## src/rtl/core/cpc_pkg.sv

```systemverilog
// Shared constants, control struct and arctangent table for the polar/cartesian converter.
// Used by every module under rtl/core; no dependencies of its own.
`default_nettype none

package cpc_pkg;

    // default parameter values
    localparam int DATA_WIDTH_DEF = 16;
    localparam int ITERATIONS_DEF = 16;

    // fixed-point formats
    localparam int GUARD_BITS  = 8;
    localparam int ANGLE_SHIFT = 9;
    localparam int GAIN_SHIFT  = 16;
    localparam int GAIN_Q16    = 39797;
    localparam int ATAN_LEN    = 24;
    localparam int ATAN_W      = 22;

    // angle limits in input units (degrees times 128)
    localparam int DEG90_IN  = 11520;
    localparam int DEG180_IN = 23040;
    localparam int DEG360_IN = 46080;

    // opcodes
    localparam logic OP_TO_POLAR = 1'b0;
    localparam logic OP_TO_RECT  = 1'b1;

    // per-item control carried along the chain
    typedef struct packed {
        logic rot;     // rotation mode (polar to cartesian)
        logic origin;  // vectoring input at the origin, angle forced to zero
    } cpc_ctl_t;

    // atan(2^-i) in degrees times 2^16, rounded to nearest
    function automatic logic [ATAN_W-1:0] atan_q16(input int idx);
        logic [ATAN_W-1:0] v;
        begin
            case (idx)
                0:       v = 22'd2949120;
                1:       v = 22'd1740967;
                2:       v = 22'd919879;
                3:       v = 22'd466945;
                4:       v = 22'd234379;
                5:       v = 22'd117304;
                6:       v = 22'd58666;
                7:       v = 22'd29335;
                8:       v = 22'd14668;
                9:       v = 22'd7334;
                10:      v = 22'd3667;
                11:      v = 22'd1833;
                12:      v = 22'd917;
                13:      v = 22'd458;
                14:      v = 22'd229;
                15:      v = 22'd115;
                16:      v = 22'd57;
                17:      v = 22'd29;
                18:      v = 22'd14;
                19:      v = 22'd7;
                20:      v = 22'd4;
                21:      v = 22'd2;
                22:      v = 22'd1;
                default: v = 22'd0;
            endcase
            return v;
        end
    endfunction

endpackage

`default_nettype wire

```

## src/rtl/core/cpc_post.sv

```systemverilog
// Gain compensation and saturation: a multiply stage followed by the output register.
// Depends on cpc_pkg.
`default_nettype none

module cpc_post #(
    parameter int DW = cpc_pkg::DATA_WIDTH_DEF,
    parameter int XW = DW + 10,
    parameter int ZW = 28
) (
    input  wire                        aclk,
    input  wire                        aresetn,
    input  wire                        in_valid,
    output logic                       in_ready,
    input  wire  signed [XW-1:0]       x_in,
    input  wire  signed [XW-1:0]       y_in,
    input  wire  signed [ZW-1:0]       z_in,
    input  cpc_pkg::cpc_ctl_t          ctl_in,
    output logic                       out_valid,
    input  wire                        out_ready,
    output logic signed [DW:0]         result_a,
    output logic signed [DW-1:0]       result_b
);

    localparam int PW    = XW + 17;
    localparam int SHIFT = cpc_pkg::GAIN_SHIFT + cpc_pkg::GUARD_BITS;
    localparam int RAW   = PW - SHIFT;
    localparam int BW    = ZW - cpc_pkg::ANGLE_SHIFT;

    localparam logic signed [PW-1:0]  GAIN   = PW'(cpc_pkg::GAIN_Q16);
    localparam logic signed [RAW-1:0] RA_MAX = RAW'({DW{1'b1}});
    localparam logic signed [RAW-1:0] RA_MIN = ~RA_MAX;
    localparam logic signed [BW-1:0]  RB_MAX = BW'({(DW-1){1'b1}});
    localparam logic signed [BW-1:0]  RB_MIN = ~RB_MAX;

    logic                       mul_valid_reg, mul_valid_next;
    logic signed [PW-1:0]       prod_a_reg, prod_a_next;
    logic signed [PW-1:0]       prod_b_reg, prod_b_next;
    logic signed [BW-1:0]       zq_reg, zq_next;
    cpc_pkg::cpc_ctl_t          ctl_reg;

    logic                       res_valid_reg, res_valid_next;
    logic signed [DW:0]         result_a_reg, result_a_next;
    logic signed [DW-1:0]       result_b_reg, result_b_next;

    logic signed [PW-1:0]       xe, ye, sh_a, sh_b;
    logic signed [ZW-1:0]       sh_z;
    logic signed [RAW-1:0]      qa, qb;
    logic signed [BW-1:0]       bsel;
    logic                       res_ready, mul_ready, mul_load, res_load;

    // handshake of the two stages
    assign res_ready = !res_valid_reg || out_ready;
    assign mul_ready = !mul_valid_reg || res_ready;
    assign in_ready  = mul_ready;
    assign mul_load  = in_valid && mul_ready;
    assign res_load  = mul_valid_reg && res_ready;

    // gain multiply and angle scaling
    always_comb begin
        xe          = PW'(x_in);
        ye          = PW'(y_in);
        prod_a_next = xe * GAIN;
        prod_b_next = ye * GAIN;
        sh_z        = z_in >>> cpc_pkg::ANGLE_SHIFT;
        zq_next     = sh_z[BW-1:0];
    end

    // truncate, select and saturate
    always_comb begin
        sh_a = prod_a_reg >>> SHIFT;
        sh_b = prod_b_reg >>> SHIFT;
        qa   = sh_a[RAW-1:0];
        qb   = sh_b[RAW-1:0];
        if (ctl_reg.rot) begin
            bsel = BW'(qb);
        end else if (ctl_reg.origin) begin
            bsel = '0;
        end else begin
            bsel = zq_reg;
        end

        if (qa > RA_MAX) begin
            result_a_next = RA_MAX[DW:0];
        end else if (qa < RA_MIN) begin
            result_a_next = RA_MIN[DW:0];
        end else begin
            result_a_next = qa[DW:0];
        end

        if (bsel > RB_MAX) begin
            result_b_next = RB_MAX[DW-1:0];
        end else if (bsel < RB_MIN) begin
            result_b_next = RB_MIN[DW-1:0];
        end else begin
            result_b_next = bsel[DW-1:0];
        end
    end

    always_comb begin
        mul_valid_next = mul_ready ? in_valid : mul_valid_reg;
        res_valid_next = res_ready ? mul_valid_reg : res_valid_reg;
    end

    always_ff @(posedge aclk) begin
        if (!aresetn) begin
            mul_valid_reg <= 1'b0;
            res_valid_reg <= 1'b0;
        end else begin
            mul_valid_reg <= mul_valid_next;
            res_valid_reg <= res_valid_next;
        end
    end

    always_ff @(posedge aclk) begin
        if (mul_load) begin
            prod_a_reg <= prod_a_next;
            prod_b_reg <= prod_b_next;
            zq_reg     <= zq_next;
            ctl_reg    <= ctl_in;
        end
    end

    always_ff @(posedge aclk) begin
        if (res_load) begin
            result_a_reg <= result_a_next;
            result_b_reg <= result_b_next;
        end
    end

    assign out_valid = res_valid_reg;
    assign result_a  = result_a_reg;
    assign result_b  = result_b_reg;

endmodule

`default_nettype wire
```

## config.mk

```make
export PLATFORM = sky130hd
export DESIGN_NAME = cpc_post
export DESIGN_NICKNAME = d
export VERILOG_FILES = /design/src/rtl/core/cpc_pkg.sv /design/src/rtl/core/cpc_post.sv
export SDC_FILE = /design/constraint.sdc
export NUM_CORES = 1
export LEC_CHECK = 0
export BUFFER_PORTS_ARGS = -buffer_cell sky130_fd_sc_hd__buf_2
export CORE_MARGIN = 8
export CORE_UTILIZATION = 50
export CTS_CLUSTER_DIAMETER = 80
export DETAILED_ROUTE_END_ITERATION = 8
export PLACE_DENSITY_LB_ADDON = 0.08
export SLEW_MARGIN = 10
export SYNTH_ARGS = -nofsm -noshare
export SYNTH_HDL_FRONTEND = slang
export SYNTH_SLANG_ARGS = --single-unit
export TNS_END_PERCENT = 50
```

## constraint.sdc

```tcl
create_clock -name aclk -period 13.7 [get_ports aclk]
set_clock_uncertainty 0.2 [all_clocks]
set_input_delay 4.11 -clock aclk [delete_from_list [all_inputs] [get_ports aclk]]
set_output_delay 4.11 -clock aclk [all_outputs]
set_load 0.005 [all_outputs]
```

Word level (Yosys, flattened, before mapping)
Index checks and enable logic that the tools add are counted.
- bits in registers: 142
- input port bits: 86
- output and inout port bits: 35
- word-level logic and storage cells: 25
- multiply operators: 2
- $lt $le $gt $ge: 4
- multiplexer cells: 4
- reductions and logical operators: 6
- operators by type and width (kind ; number):
    multiplier 26 x 17 -> 43 bit, second input constant ; 2
    two-way mux 19 bit ; 2
    greater-than comparator 19 x 16 -> 1 bit, second input constant ; 1
    greater-than comparator 19 x 17 -> 1 bit, second input constant ; 1
    less-than comparator 19 x 16 -> 1 bit, second input constant ; 1
    less-than comparator 19 x 17 -> 1 bit, second input constant ; 1
    two-way mux 17 bit ; 1
    two-way mux 16 bit ; 1
    logical AND 1 bit ; 2
    zero test 1 bit ; 2
    logical OR 1 bit ; 2

Longest topological paths before layout
- depth in word-level cells: 4
- mapped depth: 22

Worst setup path before layout
OpenSTA, ideal clock, no wires.
- path type: input-to-reg
- start: input x_in[11]
- end: register prod_a_reg[40] (data pin)
- setup time: 270 ps
- arrival time: 8866 ps
- data required time: 13230 ps
- slack: 4365 ps
- stages: 20
- path through: ha_1 > xor2_1 > ha_1 > inv_1 > fa_1 > inv_1 > fa_1 > fa_1 > inv_1 > fa_1 > inv_1 > ha_1 > a21o_1 > a21o_1 > a221o_1 > a211o_1 > a221oi_2 > o21a_4 > o41ai_2 > xor2_1
- longest elaborated chain between the ends: 1
- ends and longest elaborated chain (what ; RTL line ; text):
    from (decl) ; cpc_post.sv:14 ; input wire signed [XW-1:0] x_in,
    multiplier 26 x 17 -> 43 bit ; cpc_post.sv:62 ; prod_a_next = xe * GAIN;
    via prod_a_next[40] ; cpc_post.sv:36 ; logic signed [PW-1:0] prod_a_reg, prod_a_next;
    to (signal assigned) ; cpc_post.sv:116 ; prod_a_reg <= prod_a_next;
    to (decl) ; cpc_post.sv:36 ;
The timed path passes the listed nets, and every way through them passes these cells.
A chain may end at the register's enable or synchronous reset.

Worst setup path in the final report
- start: input y_in[17]
- end: register prod_b_reg[39] (data pin)
- longest elaborated chain between the ends: 1
- ends and longest elaborated chain (what ; RTL line ; text):
    from (decl) ; cpc_post.sv:15 ; input wire signed [XW-1:0] y_in,
    multiplier 26 x 17 -> 43 bit ; cpc_post.sv:63 ; prod_b_next = ye * GAIN;
    via prod_b_next[39] ; cpc_post.sv:37 ; logic signed [PW-1:0] prod_b_reg, prod_b_next;
    to (signal assigned) ; cpc_post.sv:117 ; prod_b_reg <= prod_b_next;
    to (decl) ; cpc_post.sv:37 ;
The timed path passes the listed nets, and every way through them passes these cells.

==> results by group <==
Status
  • Status: finished clean

Route
  • DRC: 0
  • WL/cell: 17.3 um
  • Drt total wl: 47,400 um
  • Vias per inst: 5.11
  • ANT nets after route: 0
  • DRC violation total after the first TritonRoute iteration: between 600 and 700
  • DR vias: 14.0k
  • TritonRoute pass-1 iters: 7

Global routing
  • Gr usage total: 0.199
  • Met1 Usage GRT: 0.264
  • Vias in the first global route: 15.6k
  • First-pass GRT wire length: between 80,000 and 90,000 um
  • Pin count of the biggest net entering global routing: 60
  • Grt peak-use layer: met2
  • GR met3 Demand/Resource: 0.0165
  • Grt met2 use: 0.354
  • Grt ovf: 0
  • Initial antenna violation count: 3

Cells and area
  • Fraction of layout cells with a size suffix above 1: 0.0645
  • # nets final: slightly above 3k
  • Antenna diodes: 0
  • Layout area overhead: 6.87%
  • Area occupied by registers: 2800 um^2
  • Most common cell after layout, fill and taps aside: inv_1
  • # fillers: 3,824
  • Multi-input logic area: 16,100 um^2
  • Commonest cells after routing, fill and taps aside: inv_1 (576), ha_1 (409), fa_1 (355), a21oi_1 (137), buf_2 (111)

Placement
  • Post-DP HPWL: about 42,000 um
  • Buffers on Ports: 111
  • RD Place Congestion: 0.901

Synthesis
  • Synthesized area: 21,100 um^2
  • Post-synth EDFFs: 92
  • Synth Register Bits: between 90 and 100
  • Ys flop type: edfxtp_1
  • Syn_nets: slightly below 3k
  • Gate Count Post-Synth: 2,098
  • Ys Warns: 0
  • Register area share after synthesis: 0.133
  • Synth cell types: 55
  • Fraction of registers with async set/reset: 0
  • Post-synthesis area per instance: 10.1 um^2

Floorplan
  • Die height: between 200 and 250 um
  • Initial core utilization: 0.505
  • # rows: 75
  • Die area: roughly 49,000 um^2
  • IO Count: 121
  • Core area: roughly 42,000 um^2
  • Die width: between 200 and 250 um

Clocking
  • Post-CTS Hold Buffers: 0
  • Skew-Pair Late Insertion Delay: 340 ps
  • CTS tree: done
  • Number of H-tree levels: 3
  • Clock Sinks: between 90 and 100
  • Resized Gates After CTS: 0
  • Number of buffers created by CTS: 9
  • Clock-pin slew on the worst setup and hold paths: 70 ps
  • CTS Buffer Depth: 2
  • Setup Buffers After CTS: 0
  • Root buffer selected by CTS: clkbuf_16

STA
  • # setup viols final: 0
  • Final Hold Viols: 0
  • TNS Setup: 0 ps
  • Worst-Margin Slew: 1040 ps
  • Final min period: 9870 ps
  • Unrepaired setup endpoints after global routing: no
  • Worst hold slack: 347 ps
  • Slew Viols, Final: 0
  • Fmax: 0.101 GHz
  • Final worst-path cycle share: 0.720
  • Slew HR: 0.309

Setup path
  • Startpoint types: input port
  • Worst setup EP type: flop
  • Buf/Inv on CP: 5
  • CP most frequent cell: fa_1
  • Kind of critical path: in -> reg
  • Crit-path max cell delay: 550 ps
  • CP Max Fanout: 7
  • CP Data Arrival Time: 9750 ps
  • Slowest library cell on the worst path: fa_1
  • CP cell instances: buf_2 > ha_1 > inv_1 > fa_1 > fa_1 > inv_1 > fa_1 > fa_1 > inv_1 > fa_1 > inv_1 > ha_1 > a21oi_1 > nand2_1 > a221oi_1 > o221ai_1 > a21oi_1 > o21ai_0 > a21oi_1 > xnor2_1
  • Critical path data required time: 13,590 ps
  • CP delay by family, top: adder cells

Job
  • Maxcap violations: 0

Worst hold path
  • Hold Path Class: reg -> reg
[final timing paths]
| path | from | to | slack [ps] | depth (start not counted) |
|---|---|---|---|---|
| worst max-delay path | y_in[17] | prod_b_reg[39]$_DFFE_PP_ | 3830 | 20 |
| worst min-delay path | mul_valid_reg$_SDFFE_PN0N_ | out_valid$_SDFFE_PN0P_ | 350 | 1 |
| worst max register to register | ctl_reg[1]$_DFFE_PP_ | result_b[8]$_SDFFCE_PN1P_ | 10940 | 6 |
| worst min register to register | mul_valid_reg$_SDFFE_PN0N_ | out_valid$_SDFFE_PN0P_ | 350 | 1 |
[stage by stage]
stage	cell area (um^2)	std cells	utilization	setup WS, ps
after floorplan	21100	2098	-	4360
after global placement	22300	2726	0.533	3460
after global routing	22600	2742	0.539	3430
final	22600	2742	0.539	3830
after detailed placement	22300	2726	0.533	3510
after CTS	22600	2742	0.539	3800
[cell usage after synthesis, types with 2 or more instances]
master	count	area [um^2]
nand3_1	21	105
o21bai_1	10	75.1
inv_1	576	2160
o211ai_1	5	37.5
o221ai_1	4	35.0
a21boi_0	2	15.0
a21o_1	29	218
o21a_1	13	97.6
ha_1	409	5120
and2_1	5	31.3
nand4_1	12	75.1
nor2_1	80	300
nand2_1	73	274
a22oi_1	17	128
o41ai_2	3	48.8
fa_1	355	7110
edfxtp_1	92	2760
dfxtp_1	2	40.0
and4_1	3	26.3
a211o_1	4	35.0
nor2b_1	22	138
nor3b_1	2	15.0
nor4_1	3	18.8
xor2_1	53	464
clkbuf_1	25	93.8
o22ai_1	2	12.5
a31oi_1	5	31.3
a221oi_1	2	17.5
o31ai_1	4	30.0
nor3_1	10	50.1
a21oi_1	137	686
o21ai_0	46	230
xnor2_1	46	403
and3_1	5	31.3
[cell families after synthesis]
group	synth area share
AOI/OAI and AO/OA	0.0869
xor gates and xnor gates	0.0410
adders and majority gates	0.579
buffers and inverters	0.107
DFF	0.133
and+or+nand+nor	0.0541
[layer usage]
layer | part of all wire | up-vias | wire length [um]
met5 | 0.00068 | - | 32
met3 | 0.028 | 51 | 1320
li1 | - | 6867 | -
met2 | 0.49 | 214 | 23500
met4 | 0.017 | 6 | 803
met1 | 0.46 | 6869 | 21800
[final cells by class]
cell class                      instances  share of cell area
Multi-Input combinational cell       1403               0.712
Sequential cell                        94               0.124
Inverter                              576              0.0958
Tap cell                              539              0.0299
Timing Repair Buffer                  114              0.0256
Clock buffer                           10              0.0101
Clock inverter                          6             0.00211
Power is left out: the tool's default activity adds up to more than one toggle a clock period on the data nets, which glitch-free logic cannot reach.
