[src/rtl/core/cpc_pkg.sv]
// Shared constants, control struct and arctangent table for the polar/cartesian converter.
// Used by every module under rtl/core; no dependencies of its own.
`default_nettype none

package cpc_pkg;

    // default parameter values
    localparam int DATA_WIDTH_DEF = 16;
    localparam int ITERATIONS_DEF = 16;

    // fixed-point formats
    localparam int GUARD_BITS  = 8;
    localparam int ANGLE_SHIFT = 9;
    localparam int GAIN_SHIFT  = 16;
    localparam int GAIN_Q16    = 39797;
    localparam int ATAN_LEN    = 24;
    localparam int ATAN_W      = 22;

    // angle limits in input units (degrees times 128)
    localparam int DEG90_IN  = 11520;
    localparam int DEG180_IN = 23040;
    localparam int DEG360_IN = 46080;

    // opcodes
    localparam logic OP_TO_POLAR = 1'b0;
    localparam logic OP_TO_RECT  = 1'b1;

    // per-item control carried along the chain
    typedef struct packed {
        logic rot;     // rotation mode (polar to cartesian)
        logic origin;  // vectoring input at the origin, angle forced to zero
    } cpc_ctl_t;

    // atan(2^-i) in degrees times 2^16, rounded to nearest
    function automatic logic [ATAN_W-1:0] atan_q16(input int idx);
        logic [ATAN_W-1:0] v;
        begin
            case (idx)
                0:       v = 22'd2949120;
                1:       v = 22'd1740967;
                2:       v = 22'd919879;
                3:       v = 22'd466945;
                4:       v = 22'd234379;
                5:       v = 22'd117304;
                6:       v = 22'd58666;
                7:       v = 22'd29335;
                8:       v = 22'd14668;
                9:       v = 22'd7334;
                10:      v = 22'd3667;
                11:      v = 22'd1833;
                12:      v = 22'd917;
                13:      v = 22'd458;
                14:      v = 22'd229;
                15:      v = 22'd115;
                16:      v = 22'd57;
                17:      v = 22'd29;
                18:      v = 22'd14;
                19:      v = 22'd7;
                20:      v = 22'd4;
                21:      v = 22'd2;
                22:      v = 22'd1;
                default: v = 22'd0;
            endcase
            return v;
        end
    endfunction

endpackage

`default_nettype wire

[src/rtl/core/cpc_prep.sv]
// Input conditioning stage: quadrant folding, angle wrapping and guard-bit scaling.
// Depends on cpc_pkg.
`default_nettype none

module cpc_prep #(
    parameter int DW = cpc_pkg::DATA_WIDTH_DEF,
    parameter int XW = DW + 10,
    parameter int ZW = 28
) (
    input  wire                        aclk,
    input  wire                        aresetn,
    input  wire                        in_valid,
    output logic                       in_ready,
    input  wire                        opcode,
    input  wire  signed [DW-1:0]       coord_a,
    input  wire  signed [DW-1:0]       coord_b,
    output logic                       out_valid,
    input  wire                        out_ready,
    output logic signed [XW-1:0]       x_out,
    output logic signed [XW-1:0]       y_out,
    output logic signed [ZW-1:0]       z_out,
    output cpc_pkg::cpc_ctl_t          ctl_out
);

    localparam logic signed [ZW-1:0] D90  = ZW'(cpc_pkg::DEG90_IN);
    localparam logic signed [ZW-1:0] D180 = ZW'(cpc_pkg::DEG180_IN);
    localparam logic signed [ZW-1:0] D360 = ZW'(cpc_pkg::DEG360_IN);

    logic                       valid_reg, valid_next;
    logic signed [XW-1:0]       x_reg, x_next;
    logic signed [XW-1:0]       y_reg, y_next;
    logic signed [ZW-1:0]       z_reg, z_next;
    cpc_pkg::cpc_ctl_t          ctl_reg, ctl_next;

    logic signed [XW-1:0]       ax, bx;
    logic signed [ZW-1:0]       bz, t_wrap, t_fold;
    logic signed [DW:0]         r_ext, r_fold;
    logic                       load;

    assign in_ready = !valid_reg || out_ready;
    assign load     = in_valid && in_ready;

    // operand setup for both modes
    always_comb begin
        ax     = XW'(coord_a) <<< cpc_pkg::GUARD_BITS;
        bx     = XW'(coord_b) <<< cpc_pkg::GUARD_BITS;
        bz     = ZW'(coord_b);
        r_ext  = (DW+1)'(coord_a);
        r_fold = r_ext;

        // wrap angle into +-180, then fold into +-90 with a negated radius
        if (bz > D180) begin
            t_wrap = bz - D360;
        end else if (bz < -D180) begin
            t_wrap = bz + D360;
        end else begin
            t_wrap = bz;
        end
        t_fold = t_wrap;
        if (t_wrap > D90) begin
            t_fold = t_wrap - D180;
            r_fold = -r_ext;
        end else if (t_wrap < -D90) begin
            t_fold = t_wrap + D180;
            r_fold = -r_ext;
        end

        ctl_next.rot    = (opcode == cpc_pkg::OP_TO_RECT);
        ctl_next.origin = (coord_a == '0) && (coord_b == '0);

        if (opcode == cpc_pkg::OP_TO_RECT) begin
            x_next = XW'(r_fold) <<< cpc_pkg::GUARD_BITS;
            y_next = '0;
            z_next = t_fold <<< cpc_pkg::ANGLE_SHIFT;
        end else if (coord_a[DW-1]) begin
            // left half plane: negate the vector, start from +-180 degrees
            x_next = -ax;
            y_next = -bx;
            z_next = coord_b[DW-1] ? -(D180 <<< cpc_pkg::ANGLE_SHIFT)
                                   : (D180 <<< cpc_pkg::ANGLE_SHIFT);
        end else begin
            x_next = ax;
            y_next = bx;
            z_next = '0;
        end
    end

    // stage valid
    always_comb begin
        valid_next = in_ready ? in_valid : valid_reg;
    end

    always_ff @(posedge aclk) begin
        if (!aresetn) begin
            valid_reg <= 1'b0;
        end else begin
            valid_reg <= valid_next;
        end
    end

    // payload
    always_ff @(posedge aclk) begin
        if (load) begin
            x_reg   <= x_next;
            y_reg   <= y_next;
            z_reg   <= z_next;
            ctl_reg <= ctl_next;
        end
    end

    assign out_valid = valid_reg;
    assign x_out     = x_reg;
    assign y_out     = y_reg;
    assign z_out     = z_reg;
    assign ctl_out   = ctl_reg;

endmodule

`default_nettype wire

[config.mk]
export PLATFORM = sky130hd
export DESIGN_NAME = cpc_prep
export DESIGN_NICKNAME = d
export VERILOG_FILES = /design/src/rtl/core/cpc_pkg.sv /design/src/rtl/core/cpc_prep.sv
export SDC_FILE = /design/constraint.sdc
export NUM_CORES = 1
export LEC_CHECK = 0
export BUFFER_PORTS_ARGS = -buffer_cell sky130_fd_sc_hd__buf_2
export CORE_ASPECT_RATIO = 0.75
export CORE_MARGIN = 2
export CORE_UTILIZATION = 48
export CTS_BUF_LIST = sky130_fd_sc_hd__clkbuf_16
export DETAILED_ROUTE_END_ITERATION = 8
export PLACE_DENSITY = 0.77
export SLEW_MARGIN = 5
export SYNTH_ARGS = -nofsm -noshare
export SYNTH_HDL_FRONTEND = slang
export SYNTH_SLANG_ARGS = --single-unit
[constraint.sdc]
create_clock -name aclk -period 3.2 [get_ports aclk]
set_input_delay 0.16 -clock aclk [delete_from_list [all_inputs] [get_ports aclk]]
set_output_delay 0.16 -clock aclk [all_outputs]
set_load 0.01 [all_outputs]
== Word level (Yosys, flattened, before mapping) ==
Cells that the tools add are included.
W data, S select, Z words.

* Bits in registers: 83
* Output and inout bits: 84

* Bitwise logic cells: 1
* Multiplexer cells: 12
* Reduce and logical (&&, ||, !) cells: 7
* Add/subtract/negate cells: 7
* $lt $le $gt $ge: 4

{| class="wikitable"
|+ Operators by type and width
! cell !! number
|-
| $mux W28 || 5
|-
| $mux W26 || 3
|-
| $neg A24 Y26 || 2
|-
| $mux W19 || 2
|-
| $mux W17 || 2
|-
| $logic_not A16 Y1 || 2
|-
| $gt A28 B15 Y1 const B || 1
|-
| $lt A28 B15 Y1 const B || 1
|-
| $add A19 B16 Y19 const B || 1
|-
| $sub A19 B16 Y19 const B || 1
|-
| $add A16 B17 Y18 const B || 1
|-
| $sub A16 B17 Y18 const B || 1
|-
| $neg A16 Y17 || 1
|-
| $gt A16 B16 Y1 const B || 1
|-
| $lt A16 B16 Y1 const B || 1
|-
| $logic_and A1 B1 Y1 || 2
|-
| $reduce_or A2 Y1 || 1
|-
| $logic_not A1 Y1 || 1
|-
| $logic_or A1 B1 Y1 || 1
|-
| $not A1 Y1 || 1
|}

== Logic depth before layout (Yosys ltp) ==
* Depth after elaboration: 7
* Gate-level depth with buffers: 18
* Mapped depth without buffers: 16

== Worst setup path after synthesis ==
OpenSTA, ideal clock, no wires.

* Kind: input-to-reg
* Start point: in coord_b[11]
* End point: reg x_reg[9], in the netlist x_out[9], data pin
* Path buffers: 2
* Stages on the path: 17
* Data arrival time: 3261 ps
* Path slack: -321 ps
* Cells stage by stage: clkbuf_1 > inv_1 > ha_1 > nand2_1 > nand2_1 > a21oi_1 > nor2b_1 > ha_1 > or2b_1 > or2_2 > a22oi_1 > a211oi_2 > a211o_2 > and2_4 > buf_6 > a31oi_1 > mux2_2

* Cells in the longest elaborated chain, start to end: 7

{| class="wikitable"
|+ RTL lines
! what !! RTL line !! text
|-
| from (decl) || cpc_prep.sv:16 || <nowiki>input wire signed [DW-1:0] coord_b,</nowiki>
|-
| $add A16 B17 Y18 / $lt A16 B16 Y1 (equally long branches) || cpc_prep.sv:55, cpc_prep.sv:54 ||
|-
| $mux W28 || cpc_prep.sv:54 || <nowiki>end else if (bz < -D180) begin</nowiki>
|-
| $mux W28 (*) || cpc_prep.sv:52 || <nowiki>if (bz > D180) begin</nowiki>
|-
| $lt A28 B15 Y1 || cpc_prep.sv:63 || <nowiki>end else if (t_wrap < -D90) begin</nowiki>
|-
| $mux W17 || cpc_prep.sv:63 ||
|-
| $mux W17 (*) || cpc_prep.sv:60 || <nowiki>if (t_wrap > D90) begin</nowiki>
|-
| $mux W26 (*) || cpc_prep.sv:71 || <nowiki>if (opcode == cpc_pkg::OP_TO_RECT) begin</nowiki>
|-
| named net x_next[9] || cpc_prep.sv:30 || <nowiki>logic signed [XW-1:0] x_reg, x_next;</nowiki>
|-
| to (signal assigned) || cpc_prep.sv:104 || <nowiki>x_reg <= x_next;</nowiki>
|-
| to (decl) || cpc_prep.sv:30 ||
|}

The timed path passes the listed nets; every way through them passes the cells marked *.
A chain may end at the register's enable or synchronous reset.

== Final worst setup path ==
* Start point: in coord_b[11]
* End point: reg z_reg[22], in the netlist z_out[22], data pin

* Cells in the longest elaborated chain, start to end: 7

{| class="wikitable"
|+ RTL lines
! what !! RTL line !! text
|-
| $add A16 B17 Y18 / $lt A16 B16 Y1 (equally long branches) || cpc_prep.sv:55, cpc_prep.sv:54 ||
|-
| $mux W28 || cpc_prep.sv:54 ||
|-
| $mux W28 (*) || cpc_prep.sv:52 ||
|-
| $lt A28 B15 Y1 / $add A19 B16 Y19 (equally long branches) || cpc_prep.sv:63, cpc_prep.sv:64 ||
|-
| $mux W19 || cpc_prep.sv:63 ||
|-
| $mux W19 (*) || cpc_prep.sv:60 ||
|-
| $mux W28 (*) || cpc_prep.sv:71 ||
|-
| named net z_next[22] || cpc_prep.sv:32 || <nowiki>logic signed [ZW-1:0] z_reg, z_next;</nowiki>
|-
| to (signal assigned) || cpc_prep.sv:106 || <nowiki>z_reg <= z_next;</nowiki>
|-
| to (decl) || cpc_prep.sv:32 ||
|}

Marked as above.

==> metrics.md <==
| Metric | Value |
|---|---|
| VDD IR max | 0.260 mV |
| Fillers | 740 |
| N_diodes | 0 |
| Synth unique cells | 72 |
| Clk Latency, worst-skew pair | 320 ps |
| Remaining DRCs | 0 |
| Crit-path max FO | 7 |
| Max Cap Viol | 0 |
| DR iter-0 viols | 356 |
| Fraction of layout cells with a size suffix above 1 | 37.4% |
| Ys async rst share | 0% |
| Seq cells post-synth | 58 |
| Routed Antenna Nets | 0 |
| Syn Std Cell Area | 4350 µm² |
| Setup-failing EPs final | 0 |
| Final HPWL DP | 8.49 mm |
| Power per standard cell area | 480 nW/µm² |
| Post-Syn Instances | 444 |
| Largest family of logic cells by synthesized area | simple AND/OR/NAND/NOR gates |
| Slew Viols, Final | 0 |
| Tmin final | 3050 ps |
| Layout area overhead | 27.4% |
| Gp weighted congestion | 0.949 |
| Sw frac | 28.1% |
| Total track usage | 22.8% |
| Clock Tree Buf Depth | 2 |
| Root buffer cell | clkbuf_16 |
| IO buf count | 95 |
| Slew HR | 32.9% |
| Min-Delay Startpoint | coord_a[0] |
| Xor/xnor cell area share of the yosys netlist | 5.44% |
| Global-route wire length before repair | 17.7 mm |
| Final Cycle Share | 95.3% |
| Sequential share of the synthesized area | 39.8% |
| Peak Freq | 0.328 GHz |
| Final setup skew | 7.39 ps |
| Final Util | 62.0% |
| Total chip power | 2.66 mW |
| Sequential Power Share | 35.4% |
| WL/cell | 16.1 µm |
| Row count | 30 |
| Largest net degree at the start of global routing | 43 |
| CP endpoint kind | flip-flop |
| Fin nets | 634 |
| Vias | 3,961 |
| IO Pins | 121 |
| Synth Area in Simple Gates | 19.3% |
| Worst Hold End | x_out[8] |
| Worst slew pin tran | 1010 ps |
| Combinational power share | 27.0% |
| Setup_tns | 0 ps |
| Reg2reg path depth | 3 |
| Via-per-instance ratio | 5.65 |
| Reg clk slew, reported paths | 50 ps |
| Initial antenna violation count | 0 |
| Worst r2r dst | y_out[23] |
| Total gr overflow | 0 |
| Die span in x | 114 µm |
| Clock Sinks | 58 |
| DRT Pass-1 Iters | 5 |
| Die height | 86.4 µm |
| Post-Synth Adder-Cell Area | 3.74% |
| P_int | 1.91 mW |
| Routed wire length | 11.3 mm |
| Synth Flop Type | edfxtp_1 |
| Leak pwr | 2.38 nW |
| Core area | 8930 µm² |
| Sw power | 0.748 mW |
| Worst Path Required | 3260 ps |
| Path category of the worst min-delay check | in -> reg |
| Synth warn | 0 |
| Worst setup path class | in -> reg |
| Clk pwr share | 37.5% |
| Mux cell area share after synthesis | 1.73% |
| Initial core utilization | 48.7% |
| TritonCTS Buffers | 9 |
| Synth Area in Compound Gates | 19.2% |
| Avg Cell Area, Syn | 9.80 µm² |
| R2r setup slk | 1340 ps |
| Crit path DAT | 3110 ps |
| Worst setup SP type | input port |
| Vias in the first global route | 3,611 |
| Fin. Hold Viols | 0 |
| Post-CTS setup repair buffer count | 0 |
| Outcome | complete, no violations |
| Worst reg2reg startpoint | out_valid |
| Total Die Area | 9850 µm² |
| Number of hold buffers added after CTS | 0 |
| Hold path depth | 1 |
| TritonCTS clock tree | done |
| Post-synth EDFFs | 57 |
| CTS H-tree lvls | 3 |
metal layers:
metal,track usage (%),share of wire (%),wire (µm),vias up
met4,8.20,2.0,228,0
met3,4.97,7.2,816,22
met2,34.7,45,5080,180
li1,-,-,-,1880
met1,32.2,46,5190,1879
met5,0,0,0,-
final cells by class:
cell class / instances / area [µm²] / area share [%]
clock inverter: 7 / 86.3 / 1.56
timing repair buffer: 161 / 1020 / 18.4
multi-input combinational: 339 / 2280 / 41.1
tap: 112 / 140 / 2.53
sequential: 58 / 1730 / 31.2
clock buffer: 9 / 225 / 4.06
inverter: 15 / 58.8 / 1.06
through the flow:
stage	hold slack [ps]	std cells	setup WS, ps	area, µm²
after global placement	377	685	-52.7	5210
after floorplan	259	468	-33.2	4470
final	44.8	701	149	5540
after CTS	36.4	701	112	5520
after detailed placement	378	685	-216	5210
after global routing	39.0	701	-1.36	5540
cells in the mapped netlist, drive strengths merged (3+ instances only):
cell,instances,area [µm²]
edfxtp,57,1710
buf,41,353
nand2,40,150
nor2,39,149
xor2,21,184
o21ai,20,104
clkbuf,15,56.3
inv,15,56.3
a21oi,14,70.1
and2,14,92.6
a311oi,13,183
ha,13,163
nand3,11,55.1
a211oi,9,72.6
or3,9,57.6
nor3,8,40.0
nand4,7,43.8
xnor2,6,52.6
a31oi,5,31.3
nand2b,5,31.3
nor4,5,37.5
o211ai,5,37.5
o31ai,5,37.5
mux2,4,45.0
nor2b,4,25.0
nor3b,4,30.0
o21a,4,30.0
o221ai,4,35.0
or2,4,25.0
or4,4,37.5
a211o,3,27.5
a21o,3,22.5
mux2i,3,30.0
cells by family after synthesis:
logic type / count (synthesis)
compound gates: 105
xor+xnor: 27
fa+ha+maj: 13
buf+inv: 71
flops: 58
mux: 7
other cells: 1
simple gates: 162
timing repair:
item,CTS,global route
resized for setup,0,7
setup endpoints to repair,0,4
hold endpoints to repair,0,0
flip-flops by register name, summed over array words and instances (netlist names):
signal and count:
z_out 19, x_out 18, out_valid 1, ctl_out 2
y_out 18
placed cells by master, fill, tap and decap left out, types with 4 or more instances in the layout:
cell type and instances:
edfxtp_1 57, o221ai_1 4, o21a_1 4, clkbuf_16 9, buf_12 4, nand2_1 40, nand2b_1 5, xor2_1 21
nor2b_1 4, nor2_1 37, o31ai_1 5, xnor2_1 6, o211ai_1 5, a21oi_1 12, or3_1 8, or2_2 4
conb_1 25, inv_1 15, nand3_1 11, buf_4 62, ha_1 12, and2_1 10, buf_2 95, a211oi_1 8
nor4_1 4, a31oi_1 5, nor3_1 8, nand4_1 7, nor3b_1 4, o21ai_0 18, mux2_2 4, a311oi_2 11
power by group through the flow:
| stage | Combinational (mW) | Clock (mW) | Sequential [mW] |
|---|---|---|---|
| finish | 0.719 | 1.00 | 0.943 |
| global placement | 0.682 | 0 | 0.956 |
| global route | 0.780 | 1.05 | 0.948 |
| detailed placement | 0.699 | 0 | 0.959 |
| floorplan | 0.416 | 0 | 0.997 |
| CTS | 0.705 | 1.01 | 0.944 |
worst max-delay path by stage:
stage | startpoint | slack (ps) | endpoint
floorplan | coord_b[12] | -30 | x_out[9]
global placement | coord_b[11] | -50 | x_out[23]
detailed placement | coord_b[0] | -220 | z_out[22]
CTS | coord_b[0] | 110 | z_out[22]
global route | coord_b[11] | -1 | x_out[16]
finish | coord_b[11] | 150 | z_out[22]
worst max-delay path: stages:
cell	delay, ps
buf_2	130
inv_4	40
ha_1	180
nand2_1	60
nand2_1	50
a21oi_1	130
nor2b_1	60
ha_1	330
or2b_1	270
or2_2	290
a22oi_2	210
a211oi_4	100
a211o_2	360
a21boi_0	290
a2111oi_2	90
a311o_1	360
No activity file was read; power rests on OpenSTA's default activity.
