[src/rtl/core/cpc_pkg.sv]
// Shared constants, control struct and arctangent table for the polar/cartesian converter.
// Used by every module under rtl/core; no dependencies of its own.
`default_nettype none

package cpc_pkg;

    // default parameter values
    localparam int DATA_WIDTH_DEF = 16;
    localparam int ITERATIONS_DEF = 16;

    // fixed-point formats
    localparam int GUARD_BITS  = 8;
    localparam int ANGLE_SHIFT = 9;
    localparam int GAIN_SHIFT  = 16;
    localparam int GAIN_Q16    = 39797;
    localparam int ATAN_LEN    = 24;
    localparam int ATAN_W      = 22;

    // angle limits in input units (degrees times 128)
    localparam int DEG90_IN  = 11520;
    localparam int DEG180_IN = 23040;
    localparam int DEG360_IN = 46080;

    // opcodes
    localparam logic OP_TO_POLAR = 1'b0;
    localparam logic OP_TO_RECT  = 1'b1;

    // per-item control carried along the chain
    typedef struct packed {
        logic rot;     // rotation mode (polar to cartesian)
        logic origin;  // vectoring input at the origin, angle forced to zero
    } cpc_ctl_t;

    // atan(2^-i) in degrees times 2^16, rounded to nearest
    function automatic logic [ATAN_W-1:0] atan_q16(input int idx);
        logic [ATAN_W-1:0] v;
        begin
            case (idx)
                0:       v = 22'd2949120;
                1:       v = 22'd1740967;
                2:       v = 22'd919879;
                3:       v = 22'd466945;
                4:       v = 22'd234379;
                5:       v = 22'd117304;
                6:       v = 22'd58666;
                7:       v = 22'd29335;
                8:       v = 22'd14668;
                9:       v = 22'd7334;
                10:      v = 22'd3667;
                11:      v = 22'd1833;
                12:      v = 22'd917;
                13:      v = 22'd458;
                14:      v = 22'd229;
                15:      v = 22'd115;
                16:      v = 22'd57;
                17:      v = 22'd29;
                18:      v = 22'd14;
                19:      v = 22'd7;
                20:      v = 22'd4;
                21:      v = 22'd2;
                22:      v = 22'd1;
                default: v = 22'd0;
            endcase
            return v;
        end
    endfunction

endpackage

`default_nettype wire

[src/rtl/core/cpc_cell.sv]
// One CORDIC micro-rotation cell with its own pipeline register and handshake.
// Depends on cpc_pkg for the arctangent table and control struct.
`default_nettype none

module cpc_cell #(
    parameter int XW  = 26,
    parameter int ZW  = 28,
    parameter int IDX = 0
) (
    input  wire                        aclk,
    input  wire                        aresetn,
    input  wire                        in_valid,
    output logic                       in_ready,
    input  wire  signed [XW-1:0]       x_in,
    input  wire  signed [XW-1:0]       y_in,
    input  wire  signed [ZW-1:0]       z_in,
    input  cpc_pkg::cpc_ctl_t          ctl_in,
    output logic                       out_valid,
    input  wire                        out_ready,
    output logic signed [XW-1:0]       x_out,
    output logic signed [XW-1:0]       y_out,
    output logic signed [ZW-1:0]       z_out,
    output cpc_pkg::cpc_ctl_t          ctl_out
);

    localparam logic signed [ZW-1:0] ATAN = ZW'(cpc_pkg::atan_q16(IDX));

    logic                       valid_reg, valid_next;
    logic signed [XW-1:0]       x_reg, x_next;
    logic signed [XW-1:0]       y_reg, y_next;
    logic signed [ZW-1:0]       z_reg, z_next;
    cpc_pkg::cpc_ctl_t          ctl_reg;

    logic signed [XW-1:0]       xs, ys;
    logic                       turn_neg;
    logic                       load;

    assign in_ready = !valid_reg || out_ready;
    assign load     = in_valid && in_ready;

    // direction: rotation follows the residual angle, vectoring drives y to zero
    always_comb begin
        turn_neg = ctl_in.rot ? !z_in[ZW-1] : y_in[XW-1];
        xs       = x_in >>> IDX;
        ys       = y_in >>> IDX;
        if (turn_neg) begin
            x_next = x_in - ys;
            y_next = y_in + xs;
            z_next = z_in - ATAN;
        end else begin
            x_next = x_in + ys;
            y_next = y_in - xs;
            z_next = z_in + ATAN;
        end
    end

    always_comb begin
        valid_next = in_ready ? in_valid : valid_reg;
    end

    always_ff @(posedge aclk) begin
        if (!aresetn) begin
            valid_reg <= 1'b0;
        end else begin
            valid_reg <= valid_next;
        end
    end

    always_ff @(posedge aclk) begin
        if (load) begin
            x_reg   <= x_next;
            y_reg   <= y_next;
            z_reg   <= z_next;
            ctl_reg <= ctl_in;
        end
    end

    assign out_valid = valid_reg;
    assign x_out     = x_reg;
    assign y_out     = y_reg;
    assign z_out     = z_reg;
    assign ctl_out   = ctl_reg;

endmodule

`default_nettype wire

[config.mk]
export PLATFORM = sky130hd
export DESIGN_NAME = cpc_cell
export DESIGN_NICKNAME = d
export VERILOG_FILES = /design/src/rtl/core/cpc_pkg.sv /design/src/rtl/core/cpc_cell.sv
export SDC_FILE = /design/constraint.sdc
export NUM_CORES = 1
export LEC_CHECK = 0
export BUFFER_PORTS_ARGS = -buffer_cell sky130_fd_sc_hd__buf_2
export CAP_MARGIN = 20
export CORE_MARGIN = 5
export CORE_UTILIZATION = 39
export DETAILED_ROUTE_END_ITERATION = 8
export SLEW_MARGIN = 10
export SYNTH_ARGS = -nofsm -noshare
export SYNTH_HDL_FRONTEND = slang
export SYNTH_SLANG_ARGS = --single-unit
export TNS_END_PERCENT = 1
[constraint.sdc]
create_clock -name aclk -period 3.7 [get_ports aclk]
set_input_delay 0.74 -clock aclk [delete_from_list [all_inputs] [get_ports aclk]]
set_output_delay 0.74 -clock aclk [all_outputs]
set_load 0.05 [all_outputs]
Word level (Yosys, flattened, before mapping)
Index checks and enable logic that the tools add are counted.
{"block": "totals", "mem_bits_rw": 0, "n_memories": 0, "ff_bits": 83, "mem_bits_ro": 0, "input_bits": 86, "out_inout_bits": 84, "latch_bits": 0}
{"block": "op_classes", "div_mod_pow": 0, "eq_ne": 0, "n_reduce_logical": 4, "bitwise": 0, "shifts": 0, "order_cmp": 0, "addsub": 5, "n_mux": 4, "mul": 0}
{"op": "2-to-1 mux 26 bit", "n": 2}
{"op": "subtractor 26 bit", "n": 2}
{"op": "adder 28 x 23 -> 28 bit, second input constant", "n": 1}
{"op": "2-to-1 mux 28 bit", "n": 1}
{"op": "subtractor 28 x 23 -> 28 bit, second input constant", "n": 1}
{"op": "adder 26 bit", "n": 1}
{"op": "zero test 1 bit", "n": 2}
{"op": "logical AND 1 bit", "n": 1}
{"op": "logical OR 1 bit", "n": 1}
{"op": "2-to-1 mux 1 bit", "n": 1}

Logic depth before layout (Yosys ltp)
Gate-level depths: netlist of run 1.
{"block": "depth", "depth_word": 3, "mapped_depth": 15, "depth_no_buf": 12}

Worst setup path after synthesis of run 1
No wires, ideal clock.
{"block": "synth_path", "path_kind": "input port to flip-flop", "from": "in ctl_in[1] in the netlist's numbering", "to": "reg z_reg[26] (netlist: z_out[26]) (data pin)", "n_path_buf": 4, "t_arrival_ps": 3724, "required_ps": 3434, "setup_ps": 266, "stages": 15, "slack_ps": -290, "cell_sequence": "nand2b_1 -> and2_1 -> clkbuf_1 -> inv_1 -> buf_2 -> buf_1 -> buf_1 -> ha_1 -> inv_1 -> o31ai_1 -> maj3_2 -> a21o_1 -> a2111oi_0 -> nor3_1 -> xor2_1"}
{"block": "synth_via", "elab_chain_len": 2}
{"item": "start, declared", "line": "cpc_cell.sv:17", "rtl": "input cpc_pkg::cpc_ctl_t ctl_in,"}
{"item": "2-to-1 mux 1 bit", "line": "cpc_cell.sv:43", "rtl": "turn_neg = ctl_in.rot ? !z_in[ZW-1] : y_in[XW-1];"}
{"item": "2-to-1 mux 28 bit", "line": "cpc_cell.sv:46", "rtl": "if (turn_neg) begin"}
{"item": "net z_next[26]", "line": "cpc_cell.sv:31", "rtl": "logic signed [ZW-1:0] z_reg, z_next;"}
{"item": "end signal, assigned", "line": "cpc_cell.sv:73", "rtl": "z_reg <= z_next;"}
{"item": "end, declared", "line": "cpc_cell.sv:31"}
The timed path passes the listed nets, and every way through them passes these cells.
A chain may end at the register's enable or synchronous reset.

Final worst setup path of run 1
{"block": "layout_path", "from": "in x_in[8]", "to": "reg x_reg[23] (netlist: x_out[23]) (data pin)"}
{"block": "layout_via", "elab_chain_len": 2, "word_cells_on_any_way": 3, "cone_classes": "add/sub: 2; mux: 1"}
{"item": "start, declared", "line": "cpc_cell.sv:14", "rtl": "input wire signed [XW-1:0] x_in,"}
{"item": "adder 26 bit or subtractor 26 bit (tied branches)", "line": "cpc_cell.sv:51, cpc_cell.sv:47"}
{"item": "2-to-1 mux 26 bit *", "line": "cpc_cell.sv:46"}
{"item": "net x_next[23]", "line": "cpc_cell.sv:29", "rtl": "logic signed [XW-1:0] x_reg, x_next;"}
{"item": "end signal, assigned", "line": "cpc_cell.sv:71", "rtl": "x_reg <= x_next;"}
{"item": "end, declared", "line": "cpc_cell.sv:29"}
The timed path passes the listed nets; every way through them passes the cells marked *.

==> results by group, run 1 <==
Run status
  • Outcome: finished, final reports clean

STA
  • Clk_skew: 0.00350 ns
  • Final hold violations: 0
  • Final setup vio count: 0
  • TNS Setup: 0 ns
  • Final worst slack: 0.392 ns
  • Fmax: 302 MHz
  • RSZ-0062 raised after global routing: false
  • Final min period: 3.31 ns
  • Tcrit/Tclk final: 89.4%
  • Slew HR: 29.7%
  • Final Max Tran Viols: 0
  • Fin Hold WS: 0.534 ns
  • Worst Tran Pin Value: 1.05 ns

Flow run
  • MaxCap Viol Count: 0

Floorplan
  • Die X: 147 um
  • DIE AREA: 21600 um2
  • FP Rows: 50
  • I/O pin total: 170
  • Initial Utilization: 39.3%
  • Core area: 18600 um2
  • Die Ht: 147 um

Power
  • Peak supply drop: 222 uV
  • Clk network pwr share: 23.3%
  • Cell Pwr Density: 411 nW/um2
  • Combinational share of power: 43.0%
  • Switching Power: 1.47 mW
  • LEAKAGE: 3.99 nW
  • Seq pwr share: 33.7%
  • Switch share: 40.7%
  • Int Pwr: 2.14 mW

Critical path
  • Worst EP arrival: 3.37 ns
  • Worst-path fanout max: 13
  • CP max stage cell: ha_1
  • Crit path largest cell delay: 0.54 ns
  • Reg-to-reg slack, setup: 2.04 ns
  • Worst R2R Path Depth: 2
  • Required time worst endpoint: 3.76 ns
  • R2r endpoint: x_out[21]
  • Critical path's top delay family: compound AO/OA/AOI/OAI gates
  • Worst Setup SP: x_in[8]
  • Number of stages on the worst setup path: 11
  • CP endpoint kind: flop
  • Worst Setup EP: x_out[23]
  • Startpoint types: input port
  • Reg-to-Reg Start: out_valid
  • Critical path class: input port to flop
  • Buffers & Inverters on Critical Path: 2
  • CP Cell Sequence: buf_2 -> inv_1 -> ha_1 -> and4_1 -> nand3_1 -> o21ai_0 -> o21bai_1 -> a211oi_1 -> o2111ai_1 -> a22o_1 -> xnor2_1

Clock tree
  • CTS Hold Bufs: 0
  • Clock Path Buffers: 2
  • H-tree levels: 3
  • Clk slew on worst S/H paths: 0.06 ns
  • Clock Tree Root: clkbuf_16
  • CTS Sinks: 82
  • Postcts setup bufs: 0
  • CTS resizes: 0
  • Clk_lat worst skew: 0.33 ns
  • CTS tree: done
  • CTS Buf Count: 9

Synth
  • Post-Syn Area: 7300 um2
  • Yosys warnings: 0
  • Synth area leaders: edfxtp_1 (33%), ha_1 (14%), xnor2_1 (5.9%)
  • Yosys top cell by area: edfxtp_1
  • Seq/Total Area, Yosys: 33.6%
  • #FFs+latches synth: 82
  • Synth Flop Type: edfxtp_1
  • Area fraction of the dominant cell type after synthesis: 33.3%
  • Asr flop ratio synth: 0%
  • Synth cell types: 69
  • Post-synth EDFFs: 81
  • Mapped Avg Cell Area: 9.11 um2
  • Syn Nets: 973
  • Synth Instances: 802

Global routing
  • Initial antenna violation count: 0
  • Largest net degree at the start of global routing: 82
  • GRT Total Usage: 19.8%
  • First-pass GRT wire length: 34.7 mm
  • Vias in the first global route: 6321
  • Congestion Overflow GR: 0

Detailed routing
  • Drt drc: 0
  • DRT Pass-1 Iters: 5
  • Total Wirelength: 21.6 mm
  • Routed WL per cell: 17.8 um
  • Antenna viol nets, final: 0
  • Post-DR vias/cell: 5.39
  • Total number of vias: 6548
  • 1st-iter DRT viols: 469

Layout
  • Final Instance Count excl. Fillers: 1215
  • Most common cell after layout, fill and taps aside: buf_2
  • Layout filler cell count: 1851
  • Ratio of cells with drive above 1 in the final layout: 23.8%
  • Nets: 1147
  • Ant. Diodes: 0
  • Layout Utilization: 47.4%
  • Area growth, synth to finish: 20.6%
  • Most frequent cells in the layout: buf_2 (169), ha_1 (82), edfxtp_1 (81)

Placement
  • Cells after DPL: 1199
  • Buffers on Ports: 169
  • Dpl hpwl: 17.4 mm
  • Routability cong.: 0.947
  • Pre-CTS WS: 0.141 ns

Min path
  • Hold path cells: 2
  • Hold crit path type: flop to flop
-- cell usage after synthesis, drive strengths merged (3+ instances only) --
library cell	number
a211o	4
nor3	12
o311ai	3
a21o	25
o21bai	8
a211oi	13
o31a	4
inv	78
a2111o	3
nand4	8
a22o	3
ha	82
o21ai	40
nor2b	8
nor2	61
mux2i	7
buf	20
a21boi	4
nand2b	17
xnor2	49
nor4	6
a221oi	6
a21oi	76
nand3	12
and3	5
or2	4
o31ai	10
and2	7
o211ai	11
xor2	13
edfxtp	81
a2111oi	7
o21a	7
clkbuf	20
or3	10
nand2	35
a31oi	11
fa	3
-- worst min-delay path, stage by stage, from the launching register on --
cell      delay, ns
dfxtp_1        0.30
nand2b_1       0.09
a21boi_0       0.09
-- metrics by stage --
stage | total power, mW | instance area (um2)
after floorplan | 2.35 | 7310
after global placement | 2.78 | 8520
after detailed placement | 2.78 | 8520
after CTS | 3.64 | 8810
after global routing | 3.82 | 8810
final | 3.62 | 8810
-- power groups by stage --
stage	registers [mW]	clock network [mW]	logic (mW)
after global routing	1.23	0.911	1.67
final	1.22	0.843	1.56
after floorplan	1.64	0	0.706
after global placement	1.24	0	1.54
after CTS	1.22	0.875	1.55
after detailed placement	1.24	0	1.54
-- worst min-delay path by stage --
stage	start	to	slack [ns]
floorplan	ctl_in[0]	ctl_out[0]	0.84
global placement	out_valid	out_valid	0.52
detailed placement	out_valid	out_valid	0.53
CTS	out_valid	out_valid	0.54
global route	z_in[5]	z_out[5]	0.56
finish	out_valid	out_valid	0.53
-- per-layer routing --
layer  up-vias  share of wire (%)  track usage, %
li1       3246                  -               -
met1      3027                 50            31.0
met2       263                 42            29.0
met3        12                6.8            2.90
met4         0               0.72            3.34
met5         -                  0               0
-- state kept, by name (all words and copies together), names as in the netlist --
name	count
z_out	28
x_out	25
ctl_out	2
out_valid	1
y_out	26
-- area by class of cell --
cell class / count / area [um2] / share of cell area (%)
Multi-Input combinational cell: 601 / 4380 / 49.7
Clock buffer: 9 / 225 / 2.56
Inverter: 79 / 297 / 3.37
Tap cell: 234 / 293 / 3.32
Sequential cell: 82 / 2450 / 27.8
Timing Repair Buffer: 203 / 1100 / 12.5
Clock inverter: 7 / 61.3 / 0.696
-- logic make-up after synthesis --
group           share of synthesized area (%)
buf+inv                                  6.53
compound gates                           23.5
fa+ha+maj                                15.0
mux                                      1.11
xor+xnor                                 7.44
simple gates                             12.8
flops                                    33.6
(Power assumes the default switching activity.)
==> run 2, diff against run 1 <==
--- a/config.mk
+++ b/config.mk
@@ -10,6 +10,7 @@
 export CORE_MARGIN = 5
 export CORE_UTILIZATION = 39
 export DETAILED_ROUTE_END_ITERATION = 8
+export PLACE_DENSITY = 0.62
 export SLEW_MARGIN = 10
 export SYNTH_ARGS = -nofsm -noshare
 export SYNTH_HDL_FRONTEND = slang
==> results by group, run 2 (synthesized netlist as in run 1, its figures left out) <==
Critical path
  • Required time worst endpoint: 3.77 ns (about the same)
  • CP endpoint kind: flop
  • Crit path largest cell delay: 0.48 ns (-0.06 ns)
  • Critical path's top delay family: compound AO/OA/AOI/OAI gates
  • Worst EP arrival: 3.38 ns (about the same)
  • Critical path class: input port to flop
  • Reg-to-Reg Start: out_valid
  • CP max stage cell: a221oi_1
  • Reg-to-reg slack, setup: 2.25 ns (+0.21 ns)
  • R2r endpoint: x_out[2]
  • Worst-path fanout max: 10 (-3)
  • CP Cell Sequence: buf_2 -> inv_1 -> ha_1 -> nor2b_1 -> a221oi_1 -> o21ai_1 -> o21bai_1 -> a21oi_1 -> a2111oi_0 -> a21oi_1 -> xor2_1
  • Buffers & Inverters on Critical Path: 2 (unchanged)
  • Most used cell, CP: a21oi_1
  • Startpoint types: input port
  • Worst R2R Path Depth: 3 (+1)

Layout
  • Nets: 1150 (+0.26%)
  • Layout filler cell count: 1789 (-3.3%)
  • Area growth, synth to finish: 21.7%
  • Number of flip-flops in the largest register: 28 (unchanged)
  • Most frequent cells in the layout: buf_2 (169), ha_1 (82), edfxtp_1 (81)
  • Ratio of cells with drive above 1 in the final layout: 24.0% (+0.23 points)
  • Most common cell after layout, fill and taps aside: buf_2
  • Ant. Diodes: 0 (unchanged)

Clock tree
  • CTS tree: done
  • Postcts setup bufs: 0 (unchanged)
  • CTS resizes: 0 (unchanged)
  • Clk slew on worst S/H paths: 0.07 ns (about the same)
  • Clock Path Buffers: 2 (unchanged)
  • Clk_lat worst skew: 0.33 ns (about the same)
  • Clock Tree Root: clkbuf_16
  • CTS Buf Count: 9 (unchanged)
  • CTS Sinks: 82 (unchanged)
  • H-tree levels: 3 (unchanged)
  • CTS Hold Bufs: 0 (unchanged)

Global routing
  • Largest net degree at the start of global routing: 82 (unchanged)
  • GRT Total Usage: 19.4% (-0.35 points)
  • Vias in the first global route: 6276 (-0.71%)
  • Congestion Overflow GR: 0 (unchanged)
  • First-pass GRT wire length: 34.0 mm (-2.1%)
  • Initial antenna violation count: 0 (unchanged)

Power
  • LEAKAGE: 4.04 nW (+1.2%)
  • Clk network pwr share: 25.8% (+2.5 points)
  • Int Pwr: 2.28 mW (+6.4%)
  • Switch share: 39.1% (-1.6 points)
  • Switching Power: 1.47 mW (-0.42%)
  • Combinational share of power: 41.8% (-1.2 points)
  • Seq pwr share: 32.4% (-1.3 points)
  • Cell Pwr Density: 422 nW/um2 (+2.7%)
  • Peak supply drop: 222 uV (about the same)

STA
  • Clk_skew: 0.00806 ns (+0.00456 ns)
  • Final hold violations: 0 (unchanged)
  • Final min period: 3.31 ns (+0.00355 ns)
  • RSZ-0062 raised after global routing: false
  • Fmax: 302 MHz (-0.11%)
  • Fin Hold WS: 0.540 ns (+0.00618 ns)
  • Final worst slack: 0.389 ns (-0.00355 ns)
  • TNS Setup: 0 ns (unchanged)
  • Tcrit/Tclk final: 89.5% (+0.096 points)
  • Final Max Tran Viols: 0 (unchanged)
  • Worst Tran Pin Value: 0.632 ns (-0.422 ns)
  • Final setup vio count: 0 (unchanged)
  • Slew HR: 57.9% (+28 points)

Detailed routing
  • DRT Pass-1 Iters: 6 (+1)
  • Total Wirelength: 21.6 mm (about the same)
  • Post-DR vias/cell: 5.47 (+1.4%)
  • Antenna viol nets, final: 0 (unchanged)
  • Total number of vias: 6659 (+1.7%)
  • Drt drc: 0 (unchanged)
  • 1st-iter DRT viols: 657 (+40%)
  • Routed WL per cell: 17.7 um (-0.21%)

Placement
  • Dpl hpwl: 17.4 mm (+0.19%)
  • Routability cong.: 0.956 (+0.96%)
  • Buffers on Ports: 169 (unchanged)
  • Pre-CTS WS: 0.126 ns (-0.0157 ns)

Floorplan
  • FP Rows: 50 (unchanged)
  • I/O pin total: 170 (unchanged)
  • Die Ht: 147 um (unchanged)
  • Core area: 18600 um2 (unchanged)
  • Initial Utilization: 39.3% (unchanged)
  • DIE AREA: 21600 um2 (unchanged)
  • Die X: 147 um (unchanged)

Run status
  • Outcome: finished, final reports clean

Min path
  • Hold crit path type: flop to flop
  • HP Start: out_valid
  • Endpoint, Worst Hold: out_valid
  • Hold path cells: 2 (unchanged)

Flow run
  • MaxCap Viol Count: 0 (unchanged)
==> run 2: final cells by class <==
cell class / count / area (um2) / share of cell area [%]
Multi-Input combinational cell: 601 / 4380 / 49.3
Sequential cell: 82 / 2450 / 27.6
Timing Repair Buffer: 206 / 1140 / 12.9
Inverter: 79 / 297 / 3.34
Tap cell: 234 / 293 / 3.29
Clock buffer: 9 / 225 / 2.53
Clock inverter: 7 / 100 / 1.13
==> run 2: power groups by stage <==
| stage | Sequential, mW | Clock, mW | Combinational, mW |
|---|---|---|---|
| 2_1_floorplan | 1.64 | 0 | 0.706 |
| 3_3_place_gp | 1.23 | 0 | 1.54 |
| 3_5_place_dp | 1.24 | 0 | 1.55 |
| 4_1_cts | 1.22 | 0.995 | 1.55 |
| 5_1_grt | 1.23 | 1.04 | 1.68 |
| 6_report | 1.21 | 0.967 | 1.57 |
==> run 2: per-layer routing <==
layer | vias up | wire [um] | GRT usage, % | share of wire, %
met5 | - | 0 | 0 | 0
met4 | 0 | 206 | 4.28 | 0.95
met3 | 16 | 1780 | 4.23 | 8.2
met2 | 259 | 9180 | 28.8 | 43
met1 | 3133 | 10400 | 28.9 | 48
li1 | 3251 | - | - | -
==> run 2: through the flow <==
step / instances / total power [mW] / utilization, % / cell area [um2]
floorplan: 802 / 2.35 / - / 7310
global placement: 1201 / 2.78 / 45.9 / 8540
detailed placement: 1201 / 2.78 / 45.9 / 8540
CTS: 1217 / 3.76 / 47.7 / 8860
global route: 1218 / 3.94 / 47.8 / 8890
finish: 1218 / 3.75 / 47.8 / 8890
==> run 2: tightest hold or removal path: cells and delay by family, from the launching register on <==
family | cells | cell delay, ns
flops | 1 | 0.31
simple gates | 1 | 0.10
compound gates | 1 | 0.09
==> run 2: worst max-delay path by stage <==
| stage | startpoint | end | slack (ns) | cells after the start |
|---|---|---|---|---|
| global placement | x_in[2] | y_out[17] | 0.18 | 11 |
| global route | x_in[2] | y_out[17] | 0.13 | 11 |
| floorplan | ctl_in[1] | z_out[26] | 0.03 | 15 |
| finish | x_in[2] | y_out[17] | 0.39 | 11 |
| CTS | x_in[2] | y_out[17] | 0.47 | 11 |
| detailed placement | x_in[2] | y_out[17] | 0.13 | 11 |
==> run 3, diff against run 2 <==
--- a/config.mk
+++ b/config.mk
@@ -5,12 +5,12 @@
 export SDC_FILE = /design/constraint.sdc
 export NUM_CORES = 1
 export LEC_CHECK = 0
+export ABC_AREA = 1
 export BUFFER_PORTS_ARGS = -buffer_cell sky130_fd_sc_hd__buf_2
-export CAP_MARGIN = 20
 export CORE_MARGIN = 5
-export CORE_UTILIZATION = 39
+export CORE_UTILIZATION = 52
 export DETAILED_ROUTE_END_ITERATION = 8
-export PLACE_DENSITY = 0.62
+export PLACE_DENSITY = 0.78
 export SLEW_MARGIN = 10
 export SYNTH_ARGS = -nofsm -noshare
 export SYNTH_HDL_FRONTEND = slang
==> results by group, run 3 <==
Detailed routing
  • Total Wirelength: 27.7 mm (+28%)
  • Met2 wire length: 13.4 mm (+46%)
  • Met3 WL: 2.11 mm (+19%)
  • Max layer used: met4
  • Total number of vias: 9136 (+37%)
  • 1st-iter DRT viols: 777 (+18%)
  • Routed WL per cell: 16.0 um (-9.9%)
  • DRT Pass-1 Iters: 6 (unchanged)
  • Post-DR vias/cell: 5.27 (-3.7%)
  • DRT met1 WL: 11.5 mm (+10%)
  • Drt drc: 0 (unchanged)
  • Antenna viol nets, final: 0 (unchanged)

STA
  • Clk_skew: 0.00883 ns (+0.000767 ns)
  • Final setup vio count: 0 (unchanged)
  • Final Max Tran Viols: 0 (unchanged)
  • Final hold violations: 0 (unchanged)
  • TNS Setup: 0 ns (unchanged)
  • Final min period: 2.62 ns (-0.692 ns)
  • Tcrit/Tclk final: 70.8% (-19 points)
  • Fin Hold WS: 0.561 ns (+0.0207 ns)
  • Final worst slack: 1.08 ns (+0.692 ns)
  • Slew HR: 51.8% (-6.1 points)
  • Fmax: 382 MHz (+26%)
  • RSZ-0062 raised after global routing: false
  • Worst Tran Pin Value: 0.722 ns (+0.0895 ns)

Synth
  • Synth Instances: 1359 (+69%)
  • Syn Nets: 1530 (+57%)
  • #FFs+latches synth: 82 (unchanged)
  • Post-Syn Area: 8860 um2 (+21%)
  • Most common cell in the netlist: nand2_1
  • Post-synth EDFFs: 81 (unchanged)
  • Mapped Avg Cell Area: 6.52 um2 (-28%)
  • Area fraction of the dominant cell type after synthesis: 27.5% (-5.8 points)
  • Yosys top cell by area: edfxtp_1
  • Synth Flop Type: edfxtp_1
  • Synth cell types: 37 (-46%)
  • Asr flop ratio synth: 0% (unchanged)
  • Yosys warnings: 0 (unchanged)
  • Synth area leaders: edfxtp_1 (27%), nand2_1 (19%), ha_1 (12%)
  • Synth cell count leaders: nand2_1 (448), inv_1 (246), nand3_1 (115), nor2_1 (86), ha_1 (82)
  • Seq/Total Area, Yosys: 27.7% (-5.9 points)

Min path
  • Endpoint, Worst Hold: z_out[13]
  • Hold crit path type: input port to flop
  • Hold path cells: 1 (-1)
  • HP Start: z_in[13]

Layout
  • Most common cell after layout, fill and taps aside: nand2_1
  • Ratio of cells with drive above 1 in the final layout: 15.3% (-8.7 points)
  • Layout Utilization: 60.8% (+13 points)
  • Ant. Diodes: 0 (unchanged)
  • Area growth, synth to finish: 14.2%
  • Nets: 1681 (+46%)
  • Post-route cell area: 10100 um2 (+14%)
  • Most frequent cells in the layout: nand2_1 (448), inv_1 (246), buf_2 (169)
  • Number of flip-flops in the largest register: 28 (unchanged)

Placement
  • Area after DPL: 9810 um2 (+15%)
  • Dpl hpwl: 22.8 mm (+31%)
  • Pre-CTS WS: 0.755 ns (+0.629 ns)
  • Buffers on Ports: 169 (unchanged)
  • Routability cong.: 0.993 (+3.9%)

Critical path
  • Reg-to-reg slack, setup: 2.14 ns (-0.11 ns)
  • Reg-to-Reg Start: out_valid
  • Worst R2R Path Depth: 2 (-1)
  • Worst EP arrival: 2.73 ns (-0.65 ns)
  • Startpoint types: input port
  • Worst-path fanout max: 9 (-1)
  • Required time worst endpoint: 3.81 ns (+0.04 ns)
  • CP endpoint kind: flop
  • Critical path class: input port to flop
  • R2r endpoint: z_out[18]

Power
  • Combinational share of power: 42.8% (+1.0 points)
  • Seq pwr share: 31.5% (-0.9 points)
  • LEAKAGE: 5.53 nW (+37%)
  • Peak supply drop: 240 uV (+7.9%)
  • Cell Pwr Density: 374 nW/um2 (-11%)
  • Clk network pwr share: 25.6% (-0.2 points)
  • Switching Power: 1.64 mW (+12%)
  • Switch share: 43.4% (+4.2 points)
  • Int Pwr: 2.14 mW (-6.2%)

Global routing
  • Congestion Overflow GR: 0 (unchanged)
  • Initial antenna violation count: 0 (unchanged)
  • Largest net degree at the start of global routing: 55 (-33%)
  • Vias in the first global route: 8431 (+34%)
  • GRT Total Usage: 27.1% (+7.7 points)
  • First-pass GRT wire length: 42.6 mm (+25%)

Clock tree
  • CTS Hold Bufs: 0 (unchanged)
  • CTS Sinks: 82 (unchanged)
  • CTS tree: done
  • Clk_lat worst skew: 0.36 ns (+0.03 ns)
  • Postcts setup bufs: 0 (unchanged)
  • CTS Buf Count: 9 (unchanged)
  • Clock Path Buffers: 2 (unchanged)
  • CTS resizes: 0 (unchanged)
  • Clock Tree Root: clkbuf_16
  • H-tree levels: 3 (unchanged)
  • Clk slew on worst S/H paths: 0.08 ns (about the same)

Floorplan
  • DIE AREA: 19700 um2 (-8.4%)
  • Initial Utilization: 53.2% (+14 points)
  • I/O pin total: 170 (unchanged)
  • Die Ht: 141 um (-4.3%)
  • FP Rows: 47 (-6.0%)
  • Die X: 141 um (-4.3%)
  • Core area: 16600 um2 (-10%)

Run status
  • Outcome: finished, final reports clean

Flow run
  • MaxCap Viol Count: 0 (unchanged)
run 3: area by class of cell:
class / count / area (um2)
fill: 1635 / 6530
multi-input combinational: 992 / 5230
sequential: 82 / 2450
inverter: 250 / 938
timing repair buffer: 175 / 916
tap: 220 / 275
clock buffer: 9 / 225
clock inverter: 7 / 81.3
run 3: per-stage QoR:
step | total power [mW] | std cells
floorplan | 2.41 | 1359
global placement | 2.79 | 1719
detailed placement | 2.81 | 1719
CTS | 3.77 | 1735
global route | 3.98 | 1735
finish | 3.78 | 1735
run 3: cells by family after synthesis:
| group | count (synthesis) | share of synthesized area (%) |
|---|---|---|
| xor gates and xnor gates | 26 | 2.57 |
| and+or+nand+nor | 719 | 34.1 |
| buffers and inverters | 285 | 13.5 |
| adders and majority gates | 85 | 12.3 |
| DFF | 82 | 27.7 |
| AOI/OAI and AO/OA | 162 | 9.90 |
run 3: how the worst max path moves through the flow:
| stage | slack [ns] | end | from |
|---|---|---|---|
| 2_1_floorplan | 0.11 | ctl_out[0] | out_ready |
| 3_3_place_gp | 0.79 | x_out[16] | x_in[0] |
| 3_5_place_dp | 0.75 | x_out[16] | x_in[0] |
| 4_1_cts | 1.14 | y_out[24] | x_in[2] |
| 5_1_grt | 0.90 | x_out[21] | x_in[9] |
| 6_report | 1.08 | y_out[24] | x_in[2] |
run 3: critical path, stage by stage:
cell and delay, ns:
buf_2 0.10, inv_1 0.05, ha_1 0.51, nand2_1 0.22
o21ai_2 0.36, nand2_1 0.08, nand2_1 0.23, nand2_1 0.14
nand3_1 0.11, nand2_1 0.05, nand3_1 0.07, nand2_1 0.07
run 3: power groups by stage:
stage	logic [mW]	registers, mW	clock network (mW)
finish	1.62	1.19	0.969
global route	1.76	1.20	1.01
CTS	1.60	1.19	0.972
detailed placement	1.60	1.21	0
global placement	1.58	1.21	0
floorplan	0.843	1.56	0
run 3: per-layer routing:
metal	up-vias	global-route usage (%)
met1	4080	34.8
li1	4607	-
met2	397	48.0
met4	0	8.01
met5	-	0
met3	52	3.14
